[src/rtl/lwpq_pkg.sv]
`timescale 1ns / 1ps
// ----------------------------------------------------------------------------
// lwpq_pkg: shared types and constants for the lock wait priority queue
// Payload structs, operation and status codes, controller states and the
// command/status bundles between controller and datapath.
// ----------------------------------------------------------------------------
package lwpq_pkg;

   localparam int NUM_PROCS  = 64;
   localparam int NUM_QUEUES = 16;
   localparam int PW = $clog2(NUM_PROCS);
   localparam int QW = $clog2(NUM_QUEUES);
   // Link encoding: values >= NUM_PROCS mark a queue end.
   localparam int LW = $clog2(NUM_PROCS + NUM_QUEUES);
   localparam logic [31:0] GRACE_RESET = 32'd1000;

   localparam logic [1:0] KIND_INSERT = 2'd0;
   localparam logic [1:0] KIND_REMOVE = 2'd1;

   localparam logic [1:0] STATUS_OK          = 2'd0;
   localparam logic [1:0] STATUS_DUP_WAIT    = 2'd1;
   localparam logic [1:0] STATUS_NOT_WAITING = 2'd2;

   typedef struct packed {
      logic [1:0]         kind;
      logic [3:0]         queue_id;
      logic [5:0]         proc_id;
      logic signed [15:0] wait_prio;
      logic               is_write;
      logic [31:0]        now_time;
   } req_type;

   typedef struct packed {
      logic [1:0]         status;
      logic               queue_empty;
      logic [5:0]         first_proc;
      logic signed [15:0] first_prio;
   } rsp_type;

   typedef enum logic [3:0] {
      ST_IDLE,
      ST_DECODE,
      ST_WALK_RD,
      ST_WALK_CMP,
      ST_INS_LINK,
      ST_REM_RD,
      ST_REM_LINK,
      ST_REPORT_RD,
      ST_REPORT,
      ST_RESP
   } state_type;

   typedef struct packed {
      logic capture;     // latch request
      logic walk_start;  // load cursor from queue front
      logic walk_read;   // read entry at cursor
      logic walk_step;   // advance cursor
      logic ins_link;    // write new entry and links
      logic rem_read;    // read entry to be removed
      logic rem_link;    // unlink
      logic front_read;  // read front entry of named queue
      logic report;      // build response
      logic set_status;
      logic [1:0] status;
   } cmd_type;

   typedef struct packed {
      logic is_insert;
      logic is_remove;
      logic waiting;     // named process already waiting
      logic ins_ok;      // insert targets a valid queue
      logic walk_done;   // position found
   } sts_type;

endpackage

[src/rtl/lwpq_ctrl.sv]
`timescale 1ns / 1ps
// ----------------------------------------------------------------------------
// lwpq_ctrl: operation sequencer
// Steps each request through decode, queue walk or unlink, front report and
// response hand-off.
// ----------------------------------------------------------------------------
module lwpq_ctrl (
   input  logic              clock,
   input  logic              reset,
   input  logic              req_valid,
   output logic              req_ready,
   output logic              rsp_valid,
   input  logic              rsp_ready,
   input  lwpq_pkg::sts_type sts,
   output lwpq_pkg::cmd_type cmd
);
   import lwpq_pkg::*;

   state_type state_ff, state_in;

   always_ff @(posedge clock) begin
      if (reset) begin
         state_ff <= ST_IDLE;
      end else begin
         state_ff <= state_in;
      end
   end

   always_comb begin
      state_in = state_ff;
      unique case (state_ff)
         ST_IDLE:     if (req_valid) state_in = ST_DECODE;
         ST_DECODE: begin
            priority if (sts.is_insert && !sts.waiting && sts.ins_ok) state_in = ST_WALK_RD;
            else if (sts.is_remove && sts.waiting) state_in = ST_REM_RD;
            else state_in = ST_REPORT_RD;
         end
         ST_WALK_RD:  state_in = ST_WALK_CMP;
         ST_WALK_CMP: state_in = sts.walk_done ? ST_INS_LINK : ST_WALK_RD;
         ST_INS_LINK: state_in = ST_REPORT_RD;
         ST_REM_RD:   state_in = ST_REM_LINK;
         ST_REM_LINK: state_in = ST_REPORT_RD;
         ST_REPORT_RD: state_in = ST_REPORT;
         ST_REPORT:   state_in = ST_RESP;
         ST_RESP:     if (rsp_ready) state_in = ST_IDLE;
         default:     state_in = ST_IDLE;
      endcase
   end

   always_comb begin
      cmd = '0;
      req_ready = 1'b0;
      rsp_valid = 1'b0;
      unique case (state_ff)
         ST_IDLE: begin
            req_ready = 1'b1;
            cmd.capture = req_valid;
         end
         ST_DECODE: begin
            cmd.set_status = 1'b1;
            priority if (sts.is_insert && sts.waiting) cmd.status = STATUS_DUP_WAIT;
            else if (sts.is_remove && !sts.waiting) cmd.status = STATUS_NOT_WAITING;
            else cmd.status = STATUS_OK;
            cmd.walk_start = sts.is_insert && !sts.waiting && sts.ins_ok;
         end
         ST_WALK_RD:   cmd.walk_read = 1'b1;
         ST_WALK_CMP:  cmd.walk_step = !sts.walk_done;
         ST_INS_LINK:  cmd.ins_link = 1'b1;
         ST_REM_RD:    cmd.rem_read = 1'b1;
         ST_REM_LINK:  cmd.rem_link = 1'b1;
         ST_REPORT_RD: cmd.front_read = 1'b1;
         ST_REPORT:    cmd.report = 1'b1;
         ST_RESP:      rsp_valid = 1'b1;
         default: ;
      endcase
   end

endmodule

[config.mk]
export PLATFORM = sky130hd
export DESIGN_NAME = lwpq_ctrl
export DESIGN_NICKNAME = d
export VERILOG_FILES = /design/src/rtl/lwpq_pkg.sv /design/src/rtl/lwpq_ctrl.sv
export SDC_FILE = /design/constraint.sdc
export NUM_CORES = 1
export LEC_CHECK = 0
export BUFFER_PORTS_ARGS = -buffer_cell sky130_fd_sc_hd__buf_2
export CAP_MARGIN = 10
export CORE_AREA = 2 2 39 41
export CTS_CLUSTER_DIAMETER = 150
export CTS_CLUSTER_SIZE = 40
export DETAILED_ROUTE_END_ITERATION = 10
export DIE_AREA = 0 0 41 43
export PLACE_DENSITY = 0.65
export SYNTH_ARGS = -nofsm -noshare
export SYNTH_HDL_FRONTEND = slang
export SYNTH_SLANG_ARGS = --single-unit
[constraint.sdc]
create_clock -name clock -period 1.4 [get_ports clock]
set_input_delay 0.28 -clock clock [delete_from_list [all_inputs] [get_ports clock]]
set_output_delay 0.28 -clock clock [all_outputs]
set_load 0.02 [all_outputs]
==> qor_table.md, run 1 <==
| Parameter | Value |
| --- | --- |
| # diodes | 0 |
| Number of detailed-routing iterations run before antenna repair | 4 |
| Setup_tns | -2.05 ns |
| Highest net fanout along the worst path | 3 |
| Fraction of synthesized cell area taken by the top area cell type | 0.238 |
| Actual slew at the worst max-slew pin | 0.236 ns |
| Result of the run | finished with violations |
| Maximum number of pins on one net before global-route repair | 12 |
| Total GRT Usage | 0.151 |
| Worst path required time | 1.12 ns |
| Clock buffers created by TritonCTS | 3 |
| Proportion of synthesized flip-flops having asynchronous set or reset | 0 |
| Final critical delay including setup and external delays | 1.70 ns |
| Number of flip-flops in the largest register | 4 |
| Total number of vias | 510 |
| Path type of the worst min-delay path | primary input to register |
| Register area | 87.6 um2 |
| Total of hold buffers inserted after clock tree synthesis | 0 |
| Ports | 23 |
| Adder-cell area share of the yosys netlist | 0 |
| Number of nets with antenna violations after detailed routing | 0 |
| Pwr per Cell Area | 1270 nW/um2 |
| Slew HR | 0.841 |
| Crit Path Class | register to output pin |
| Top achievable clock speed | 0.588 GHz |
| DR DRC count | 0 |
| Unique masters post-synth | 22 |
| Vias in the first global route | 445 |
| Number of filler cells placed in the layout | 108 |
| Share of final-layout standard cells stronger than drive strength 1 | 0.759 |
| Root Buffer Master | sky130_fd_sc_hd__clkbuf_4 |
| Source of the worst hold timing path | reset |
| Number of register bits inferred by synthesis | 4 |
| Setup repair after global routing missed its margin | true |
| Maxcap violations | 0 |
| Clock Skew | 0.000960 ns |
| Global-route congestion overflow total | 0 |
| Number of instances in the synthesized netlist | 48 |
| Maximum resistive drop on vdd | 0.544 mV |
| Clk slew on worst S/H paths | 0.04 ns |
| Reg-to-reg startpoint | state_ff[2]$_SDFFE_PP0P_ |
| Wire length of the first global-routing pass | 1790 um |
| Via/cell ratio | 4.95 |
| Slowest stage delay, CP | 0.41 ns |
| Initial antenna violation count | 0 |
| Type of destination of the critical path | output pin |
| Area growth syn-to-layout | 148% |
| Portion of the post-synthesis area used by sequential elements | 0.238 |
| Nature of the critical path startpoint | register |
| Area of the multi-input gates | 350 um2 |
| Number of nets in the layout | 98 |
| Critical path, cell by cell | nand2b_4, or3_4, inv_4, and3_4, buf_6 |
| Cell area after layout | 835 um2 |
| Mux cell area share after synthesis | 0 |
| Per-instance average area after synthesis | 7.01 um2 |
| Main flop type after synthesis | sky130_fd_sc_hd__dfxtp_1 |
| Number of H-tree branching levels | 1 |
| Library cell with the largest summed area after synthesis | sky130_fd_sc_hd__dfxtp_1 |
| Setup violation total in the final timing report | 15 |
| Setup slack of the most critical reg-to-reg path | -0.04 ns |
| Number of design-rule violations left by the first detailed-router iteration | 6 |
| Number of synthesized flops with an enable pin | 0 |
| Final worst path period share | 1.21 |
| Gpl congestion | 0.674 |
| Clock latency at the later pin of the worst-skew pair | 0.23 ns |
| Main area contributors after synthesis | sky130_fd_sc_hd__dfxtp_1 (24%), sky130_fd_sc_hd__nor3_1 (10%), sky130_fd_sc_hd__nand2b_1 (9.3%) |
| Largest family of logic cells by synthesized area | simple AND/OR/NAND/NOR gates |
| Yosys warning count | 0 |
| Post-DR wirelength/cell | 12.6 um |
| Setup WS pre-CTS | -0.0961 ns |
| Hold Fails Final Rpt | 0 |
| Max Buffers Root-to-Sink | 2 |
| Destination of the worst hold path | state_ff[0]$_SDFFE_PP0P_ |
| Clock Sinks | 4 |
| Arrival time at the worst endpoint | 1.42 ns |
| Width of the die | 41 um |
| Hold Path Stages | 2 |
| Number of buffers added on ports | 22 |
| Largest registers ranked by flip-flop count | state_ff: 4 flops |
| Die height | 43 um |
| Master of the slowest instance on the critical path | sky130_fd_sc_hd__or3_4 |
| Initial standard-cell utilization of the core | 0.243 |
| Synthesized netlist net count | 57 |
| Placed inst area | 553 um2 |
| Most frequent cell after synthesis | sky130_fd_sc_hd__nor3_1 |
| Core area | 1380 um2 |
| Reg with most FFs | state_ff |
| Die Outline Area | 1760 um2 |
| Compound-Gate Fraction of Synth Area | 0.171 |
| Total wire length | 1300 um |
| Post-layout worst setup margin | -0.301 ns |
| Slew Viols, Final | 0 |
| Most common library cells after synthesis | sky130_fd_sc_hd__nor3_1 (7), sky130_fd_sc_hd__nor2_1 (6), sky130_fd_sc_hd__nand2_1 (5), sky130_fd_sc_hd__nand2b_1 (5), sky130_fd_sc_hd__dfxtp_1 (4) |
| Leak Pwr | 0.373 nW |
| Fin Hold WS | 0.241 ns |
| Detailed-placement wirelength estimate | 824 um |
| TritonCTS clock tree | done |
| Std-Cell Rows | 14 |
| Simple-gate area share of the yosys netlist | 0.502 |
| XOR/XNOR Fraction of Synth Area | 0 |
| Summed instance area of the synthesized netlist | 337 um2 |
| Violated checks | setup timing |
| End of the worst register-to-register path | state_ff[0]$_SDFFE_PP0P_ |
| Reg2reg path depth | 8 |
-- placed cells by master (no fill, tap or decap), types with 2 or more instances in the layout --
cell type,count
sky130_fd_sc_hd__buf_6,18
sky130_fd_sc_hd__buf_4,14
sky130_fd_sc_hd__buf_2,8
sky130_fd_sc_hd__nand2_1,5
sky130_fd_sc_hd__nand2b_4,4
sky130_fd_sc_hd__nor3_2,3
sky130_fd_sc_hd__nor2_4,3
sky130_fd_sc_hd__clkbuf_4,3
sky130_fd_sc_hd__dfxtp_2,3
sky130_fd_sc_hd__nor3_4,2
sky130_fd_sc_hd__a21oi_1,2
sky130_fd_sc_hd__nor3_1,2
sky130_fd_sc_hd__nor2_1,2
-- worst max-delay path: cells and delay by family (launching register included) --
kind                   cells  cell delay, ns
buffers and inverters      2            0.18
flip-flops                 1            0.31
AND/OR/NAND/NOR            3            0.71
-- layout make-up --
type,count,area share
multi-input combinational,39,0.420
timing repair buffer,40,0.417
sequential,4,0.105
clock buffer,3,0.0270
tap,16,0.0240
inverter,1,0.00750
-- cells by family after synthesis --
| group | after synthesis |
|---|---|
| compound gates | 8 |
| buf+inv | 5 |
| flops | 4 |
| simple gates | 31 |
-- worst max path at each step --
stage | startpoint | endpoint | slack, ns | cells past startpoint
after detailed placement | state_ff[2]$_SDFFE_PP0P_ | cmd[0] | -0.1 | 5
after global routing | state_ff[2]$_SDFFE_PP0P_ | cmd[0] | -0.34 | 5
after CTS | state_ff[2]$_SDFFE_PP0P_ | cmd[0] | -0.30 | 5
after global placement | state_ff[2]$_SDFFE_PP0P_ | cmd[0] | -0.08 | 5
after floorplan | state_ff[2]$_SDFFE_PP0P_ | cmd[0] | -0.06 | 4
final | state_ff[2]$_SDFFE_PP0P_ | cmd[0] | -0.30 | 5
-- power breakdown --
group          switching [mW]  internal (mW)  leakage, nW
registers              0.0190          0.142       0.0347
logic                   0.364          0.399        0.324
clock network          0.0419         0.0955       0.0138
-- through the flow --
stage                     power, mW   util  cells
final                          1.06  0.603    103
after detailed placement      0.655  0.400     91
after CTS                     0.982  0.535    100
after floorplan               0.496      -     48
after global placement        0.647  0.400     91
after global routing           1.12  0.603    103
-- timing repair --
item,CTS,global route
setup buffers,6,5
gates resized for setup,34,19
pin swaps,8,8
setup endpoints to repair,14,16
-- metal layers --
layer | wire (um) | GRT usage | vias up | share of wire
met4 | 0 | 0.0600 | 0 | 0
met1 | 466 | 0.145 | 245 | 0.36
met3 | 60 | 0.0157 | 0 | 0.046
li1 | - | - | 252 | -
met5 | 0 | 0 | - | 0
met2 | 768 | 0.291 | 13 | 0.59
No activity file was read; power rests on OpenSTA's default activity.
==> run 2, diff against run 1 <==
==> constraint.sdc (replaced) <==
create_clock -name clock -period 2.2 [get_ports clock]
set_input_delay 0.44 -clock clock [delete_from_list [all_inputs] [get_ports clock]]
set_output_delay 0.44 -clock clock [all_outputs]
set_load 0.02 [all_outputs]
==> run 2 against run 1 <==
- the flow now finishes without violations
- final area decreased by 44%
- clock power decreased by 36%
- via count decreased by 19%
- critical path type unchanged
- critical endpoint is now cmd[1]
- largest power group unchanged
==> qor_table.md, run 2 (synthesis gave the netlist of run 1 again) <==
| Parameter | Value | Delta |
| --- | --- | --- |
| Slew Viols, Final | 0 | unchanged |
| Final worst path period share | 0.925 |  |
| Type of destination of the critical path | output pin |  |
| Std-Cell Rows | 14 | unchanged |
| Number of H-tree branching levels | 1 | unchanged |
| Number of nets in the layout | 81 | -17% |
| Sequential share of power | 0.278 | +0.126 |
| Number of cells after detailed placement | 83 | -8.8% |
| Detailed-placement wirelength estimate | 700 um | -15% |
| Part of the power in combinational logic | 0.512 | -0.207 |
| Clk network pwr share | 0.210 | +0.080 |
| Path type of the worst min-delay path | primary input to register |  |
| Clock Skew | 0.000522 ns | -0.000438 ns |
| Commonest cells after routing, fill and taps aside | sky130_fd_sc_hd__buf_2 (22), sky130_fd_sc_hd__nor3_1 (7), sky130_fd_sc_hd__nor2_1 (6), sky130_fd_sc_hd__nand2b_1 (5), sky130_fd_sc_hd__nand2_1 (5) |  |
| Worst path bufs/invs | 1 | -1 |
| P_int | 238 uW | -63% |
| Die height | 43 um | unchanged |
| Crit Path Class | register to output pin |  |
| Met3 WL | 61 um | +1.7% |
| Maximum resistive drop on vdd | 0.375 mV | -31% |
| Final critical delay including setup and external delays | 2.03 ns |  |
| Top delay family on crit path | simple AND/OR/NAND/NOR gates |  |
| Width of the die | 41 um | unchanged |
| DR DRC count | 0 | unchanged |
| Worst path required time | 1.76 ns | +0.64 ns |
| Postcts setup bufs | 0 | -6 |
| # diodes | 0 | unchanged |
| Slew HR | 0.695 | -0.146 |
| Hold Fails Final Rpt | 0 | unchanged |
| Total GRT Usage | 0.107 | -0.0441 |
| Actual slew at the worst max-slew pin | 0.453 ns | +0.217 ns |
| Via/cell ratio | 4.78 | -3.5% |
| Setup repair after global routing missed its margin | false |  |
| Maximum number of pins on one net before global-route repair | 12 | unchanged |
| Number of design-rule violations left by the first detailed-router iteration | 15 | +9 |
| Post-layout worst setup margin | 0.165 ns | +0.466 ns |
| Result of the run | finished clean |  |
| Setup slack of the most critical reg-to-reg path | 0.79 ns | +0.83 ns |
| Number of detailed-routing iterations run before antenna repair | 4 | unchanged |
| Wire length of the first global-routing pass | 1260 um | -30% |
| Clock buffers created by TritonCTS | 3 | unchanged |
| Ports | 23 | unchanged |
| Total wire length | 897 um | -31% |
| Setup WS pre-CTS | 0.413 ns | +0.509 ns |
| Number of gates given a new drive strength after cts | 0 | -100% |
| Total of hold buffers inserted after clock tree synthesis | 0 | unchanged |
| Number of nets with antenna violations after detailed routing | 0 | unchanged |
| Gpl congestion | 0.795 | +18% |
| Number of buffers added on ports | 22 | unchanged |
| Switching Share | 0.433 | +0.0327 |
| Critical path, cell by cell | nand2b_1, or3_4, nor3b_1, buf_2 |  |
| Register area | 80.1 um2 | -8.6% |
| Master of the slowest instance on the critical path | sky130_fd_sc_hd__dfxtp_1 |  |
| Top achievable clock speed | 0.491 GHz |  |
| Clock latency at the later pin of the worst-skew pair | 0.23 ns | about the same |
| Largest registers ranked by flip-flop count | state_ff: 4 flops |  |
| Root Buffer Master | sky130_fd_sc_hd__clkbuf_4 |  |
| Maxcap violations | 0 | unchanged |
| Routed length on met2 | 434 um | -43% |
| Leading cell type in the layout, fill and taps excluded | sky130_fd_sc_hd__buf_2 |  |
| Highest net fanout along the worst path | 11 | +8 |
| DR top layer | met3 |  |
| Core occupancy in the finished layout | 0.340 | -0.263 |
| Die Outline Area | 1760 um2 | unchanged |
| Max Buffers Root-to-Sink | 2 | unchanged |
| Core area | 1380 um2 | unchanged |
| Initial standard-cell utilization of the core | 0.243 | unchanged |
| Number of filler cells placed in the layout | 144 | +33% |
| Setup violation total in the final timing report | 0 | -15 |
| Area of the multi-input gates | 226 um2 | -35% |
| Area growth syn-to-layout | 39.8% |  |
| Count of placed standard cells in the final layout, fillers left out | 86 | -17% |
| Global-route congestion overflow total | 0 | unchanged |
| Clock Sinks | 4 | unchanged |
| Leak Pwr | 0.238 nW | -36% |
| Reg with most FFs | state_ff |  |
| Metal-1 WL | 401 um | -14% |
| Share of final-layout standard cells stronger than drive strength 1 | 0.414 | -0.344 |
| Nature of the critical path startpoint | register |  |
| Number of flip-flops in the largest register | 4 | unchanged |
| Net Switching | 182 uW | -57% |
| Clk slew on worst S/H paths | 0.04 ns | about the same |
| Setup_tns | 0 ns | +2.05 ns |
| Total number of vias | 411 | -19% |
| Vias in the first global route | 337 | -24% |
| Slowest stage delay, CP | 0.39 ns | -0.02 ns |
| Initial antenna violation count | 0 | unchanged |
| Pwr per Cell Area | 893 nW/um2 | -30% |
| TritonCTS clock tree | done |  |
| Arrival time at the worst endpoint | 1.59 ns | +0.17 ns |
| Total design power | 420 uW | -60% |
| Post-DR wirelength/cell | 10.4 um | -17% |
[run 2: power groups by stage]
| stage | clock network [mW] | registers (mW) | logic (mW) |
|---|---|---|---|
| floorplan | 0 | 0.0940 | 0.186 |
| global placement | 0 | 0.116 | 0.211 |
| detailed placement | 0 | 0.118 | 0.214 |
| CTS | 0.0950 | 0.116 | 0.215 |
| global route | 0.0992 | 0.119 | 0.235 |
| finish | 0.0882 | 0.117 | 0.215 |
[run 2: worst paths after layout]
check                        endpoint  cells past startpoint                startpoint
min reg2reg  state_ff[1]$_SDFFE_PP0P_                      1  state_ff[3]$_SDFFE_PP0P_
max                            cmd[1]                      4  state_ff[2]$_SDFFE_PP0P_
max reg2reg  state_ff[0]$_SDFFE_PP0P_                      6  state_ff[2]$_SDFFE_PP0P_
min          state_ff[0]$_SDFFE_PP0P_                      2                     reset
[run 2: area by class of cell]
class,instances,area share
inverter,1,0.00798
tap,16,0.0426
timing repair buffer,23,0.250
sequential,4,0.170
multi-input combinational,39,0.481
clock buffer,3,0.0479
[run 2: per-stage QoR]
stage	hold slack, ns	area [um2]
finish	0.427	470
global route	0.414	470
CTS	0.411	470
detailed placement	0.619	448
global placement	0.621	448
floorplan	0.509	337
[run 2: per-layer routing]
metal	track usage	up-vias
li1	-	213
met4	0.0800	0
met2	0.166	13
met5	0	-
met3	0.0314	0
met1	0.113	185
==> run 3, diff against run 2 <==
--- a/config.mk
+++ b/config.mk
@@ -13,6 +13,7 @@
 export DETAILED_ROUTE_END_ITERATION = 10
 export DIE_AREA = 0 0 41 43
 export PLACE_DENSITY = 0.65
+export REMOVE_ABC_BUFFERS = 1
 export SYNTH_ARGS = -nofsm -noshare
 export SYNTH_HDL_FRONTEND = slang
 export SYNTH_SLANG_ARGS = --single-unit
==> run 3 against run 2 <==
- global-route usage is 0.11 points lower
- first-iteration DRC count is 53% lower
- non-clock buffer count stayed put
- critical path type unchanged
==> qor_table.md, run 3 (synthesis gave the netlist of run 1 again) <==
| Parameter | Value | Delta |
| --- | --- | --- |
| Result of the run | finished clean |  |
| Core area | 1380 um2 | unchanged |
| Maxcap violations | 0 | unchanged |
| Gpl congestion | 0.711 | -11% |
| Commonest cells after routing, fill and taps aside | sky130_fd_sc_hd__buf_2 (22), sky130_fd_sc_hd__nor3_1 (7), sky130_fd_sc_hd__nor2_1 (6), sky130_fd_sc_hd__nand2b_1 (5), sky130_fd_sc_hd__nand2_1 (5) |  |
| Total GRT Usage | 0.105 | -0.00111 |
| Via/cell ratio | 4.64 | -2.9% |
| Total number of vias | 399 | -2.9% |
| Slew HR | 0.745 | +0.0500 |
| Initial standard-cell utilization of the core | 0.243 | unchanged |
| Number of gates given a new drive strength after cts | 0 | unchanged |
| Number of H-tree branching levels | 1 | unchanged |
| Number of filler cells placed in the layout | 154 | +6.9% |
| Std-Cell Rows | 14 | unchanged |
| Max Buffers Root-to-Sink | 2 | unchanged |
| Post-DR wirelength/cell | 9.78 um | -6.2% |
| Setup_tns | 0 ns | unchanged |
| TritonCTS clock tree | done |  |
| Clock latency at the later pin of the worst-skew pair | 0.23 ns | about the same |
| Number of nets in the layout | 81 | unchanged |
| Top achievable clock speed | 0.489 GHz | -0.60% |
| Maximum number of pins on one net before global-route repair | 12 | unchanged |
| # diodes | 0 | unchanged |
| Ports | 23 | unchanged |
| Wire length of the first global-routing pass | 1300 um | +3.3% |
| Width of the die | 41 um | unchanged |
| Worst path depth | 5 | +1 |
| Die height | 43 um | unchanged |
| Area growth syn-to-layout | 39.8% | unchanged |
| Maximum resistive drop on vdd | 0.306 mV | -18% |
| Detailed-placement wirelength estimate | 656 um | -6.2% |
| Setup violation total in the final timing report | 0 | unchanged |
| Path type of the worst min-delay path | primary input to register |  |
| Number of flip-flops in the largest register | 4 | unchanged |
| Slew Viols, Final | 0 | unchanged |
| Type of destination of the critical path | output pin |  |
| Initial antenna violation count | 0 | unchanged |
| DR DRC count | 0 | unchanged |
| Master of the slowest instance on the critical path | sky130_fd_sc_hd__dfxtp_1 |  |
| Pwr per Cell Area | 888 nW/um2 | -0.54% |
| Slowest stage delay, CP | 0.40 ns | about the same |
| Actual slew at the worst max-slew pin | 0.379 ns | -0.0744 ns |
| Final critical delay including setup and external delays | 2.05 ns | +0.0123 ns |
| Reg with most FFs | state_ff |  |
| Hold Path Stages | 2 | unchanged |
| Top delay family on crit path | simple AND/OR/NAND/NOR gates |  |
| Number of nets with antenna violations after detailed routing | 0 | unchanged |
| Number of buffers added on ports | 22 | unchanged |
| Fin Hold WS | 0.415 ns | -0.0120 ns |
| Worst path required time | 1.76 ns | about the same |
| Share of final-layout standard cells stronger than drive strength 1 | 0.414 | unchanged |
| Die Outline Area | 1760 um2 | unchanged |
| Total wire length | 841 um | -6.2% |
| Root Buffer Master | sky130_fd_sc_hd__clkbuf_4 |  |
| Final worst path period share | 0.930 | +0.00561 |
| Nature of the critical path startpoint | register |  |
| Postcts setup bufs | 0 | unchanged |
| Hold Fails Final Rpt | 0 | unchanged |
| Leak Pwr | 0.238 nW | unchanged |
| Clk slew on worst S/H paths | 0.04 ns | about the same |
| Leading cell type in the layout, fill and taps excluded | sky130_fd_sc_hd__buf_2 |  |
| Global-route congestion overflow total | 0 | unchanged |
| Clock buffers created by TritonCTS | 3 | unchanged |
| Clock Skew | 0.00136 ns | +0.000839 ns |
| Reg2reg path depth | 6 | unchanged |
| Highest net fanout along the worst path | 11 | unchanged |
| Clock Sinks | 4 | unchanged |
| Vias in the first global route | 325 | -3.6% |
| Critical path, cell by cell | nand2b_1, or3_4, inv_2, and3_1, buf_2 |  |
| Largest registers ranked by flip-flop count | state_ff: 4 flops |  |
| Arrival time at the worst endpoint | 1.61 ns | +0.02 ns |
| Number of detailed-routing iterations run before antenna repair | 4 | unchanged |
| Total of hold buffers inserted after clock tree synthesis | 0 | unchanged |
| Setup repair after global routing missed its margin | false |  |
| Number of design-rule violations left by the first detailed-router iteration | 7 | -8 |
| Crit Path Class | register to output pin |  |
| Worst path bufs/invs | 2 | +1 |
-- run 3: cell counts in the layout (fill, tap and decap cells not counted) --
Identical to the previous run, type by type.
-- run 3: layout make-up --
| type | instances | area [um2] | area share |
|---|---|---|---|
| Multi-Input combinational cell | 39 | 226 | 0.481 |
| Timing Repair Buffer | 23 | 118 | 0.250 |
| Sequential cell | 4 | 80.1 | 0.170 |
| Clock buffer | 3 | 22.5 | 0.0479 |
| Tap cell | 16 | 20.0 | 0.0426 |
| Inverter | 1 | 3.75 | 0.00798 |
-- run 3: report_power, final --
group,leakage [nW],switching [mW],internal [mW]
Clock,0.0138,0.0273,0.0608
Combinational,0.191,0.123,0.0895
Sequential,0.0330,0.0288,0.0879
Total,0.238,0.180,0.238
-- run 3: final timing paths --
check                           start                       end  slack (ns)
max reg2reg  state_ff[2]$_SDFFE_PP0P_  state_ff[0]$_SDFFE_PP0P_        0.75
min                             reset  state_ff[2]$_SDFFE_PP0P_        0.42
min reg2reg  state_ff[3]$_SDFFE_PP0P_  state_ff[1]$_SDFFE_PP0P_        0.62
max          state_ff[2]$_SDFFE_PP0P_                    cmd[0]        0.15
-- run 3: through the flow --
| step | utilization | power, mW | instance area [um2] | std cells | setup WS [ns] |
|---|---|---|---|---|---|
| floorplan | - | 0.262 | 310 | 44 | 0.190 |
| global placement | 0.324 | 0.328 | 448 | 83 | 0.438 |
| detailed placement | 0.324 | 0.330 | 448 | 83 | 0.404 |
| CTS | 0.340 | 0.424 | 470 | 86 | 0.148 |
| global route | 0.340 | 0.452 | 470 | 86 | 0.0453 |
| finish | 0.340 | 0.418 | 470 | 86 | 0.153 |
-- run 3: metal layers --
layer,GRT usage,share of wire
met1,0.141,0.48
met2,0.153,0.47
met3,0.0157,0.048
met4,0.0600,0
met5,0,0
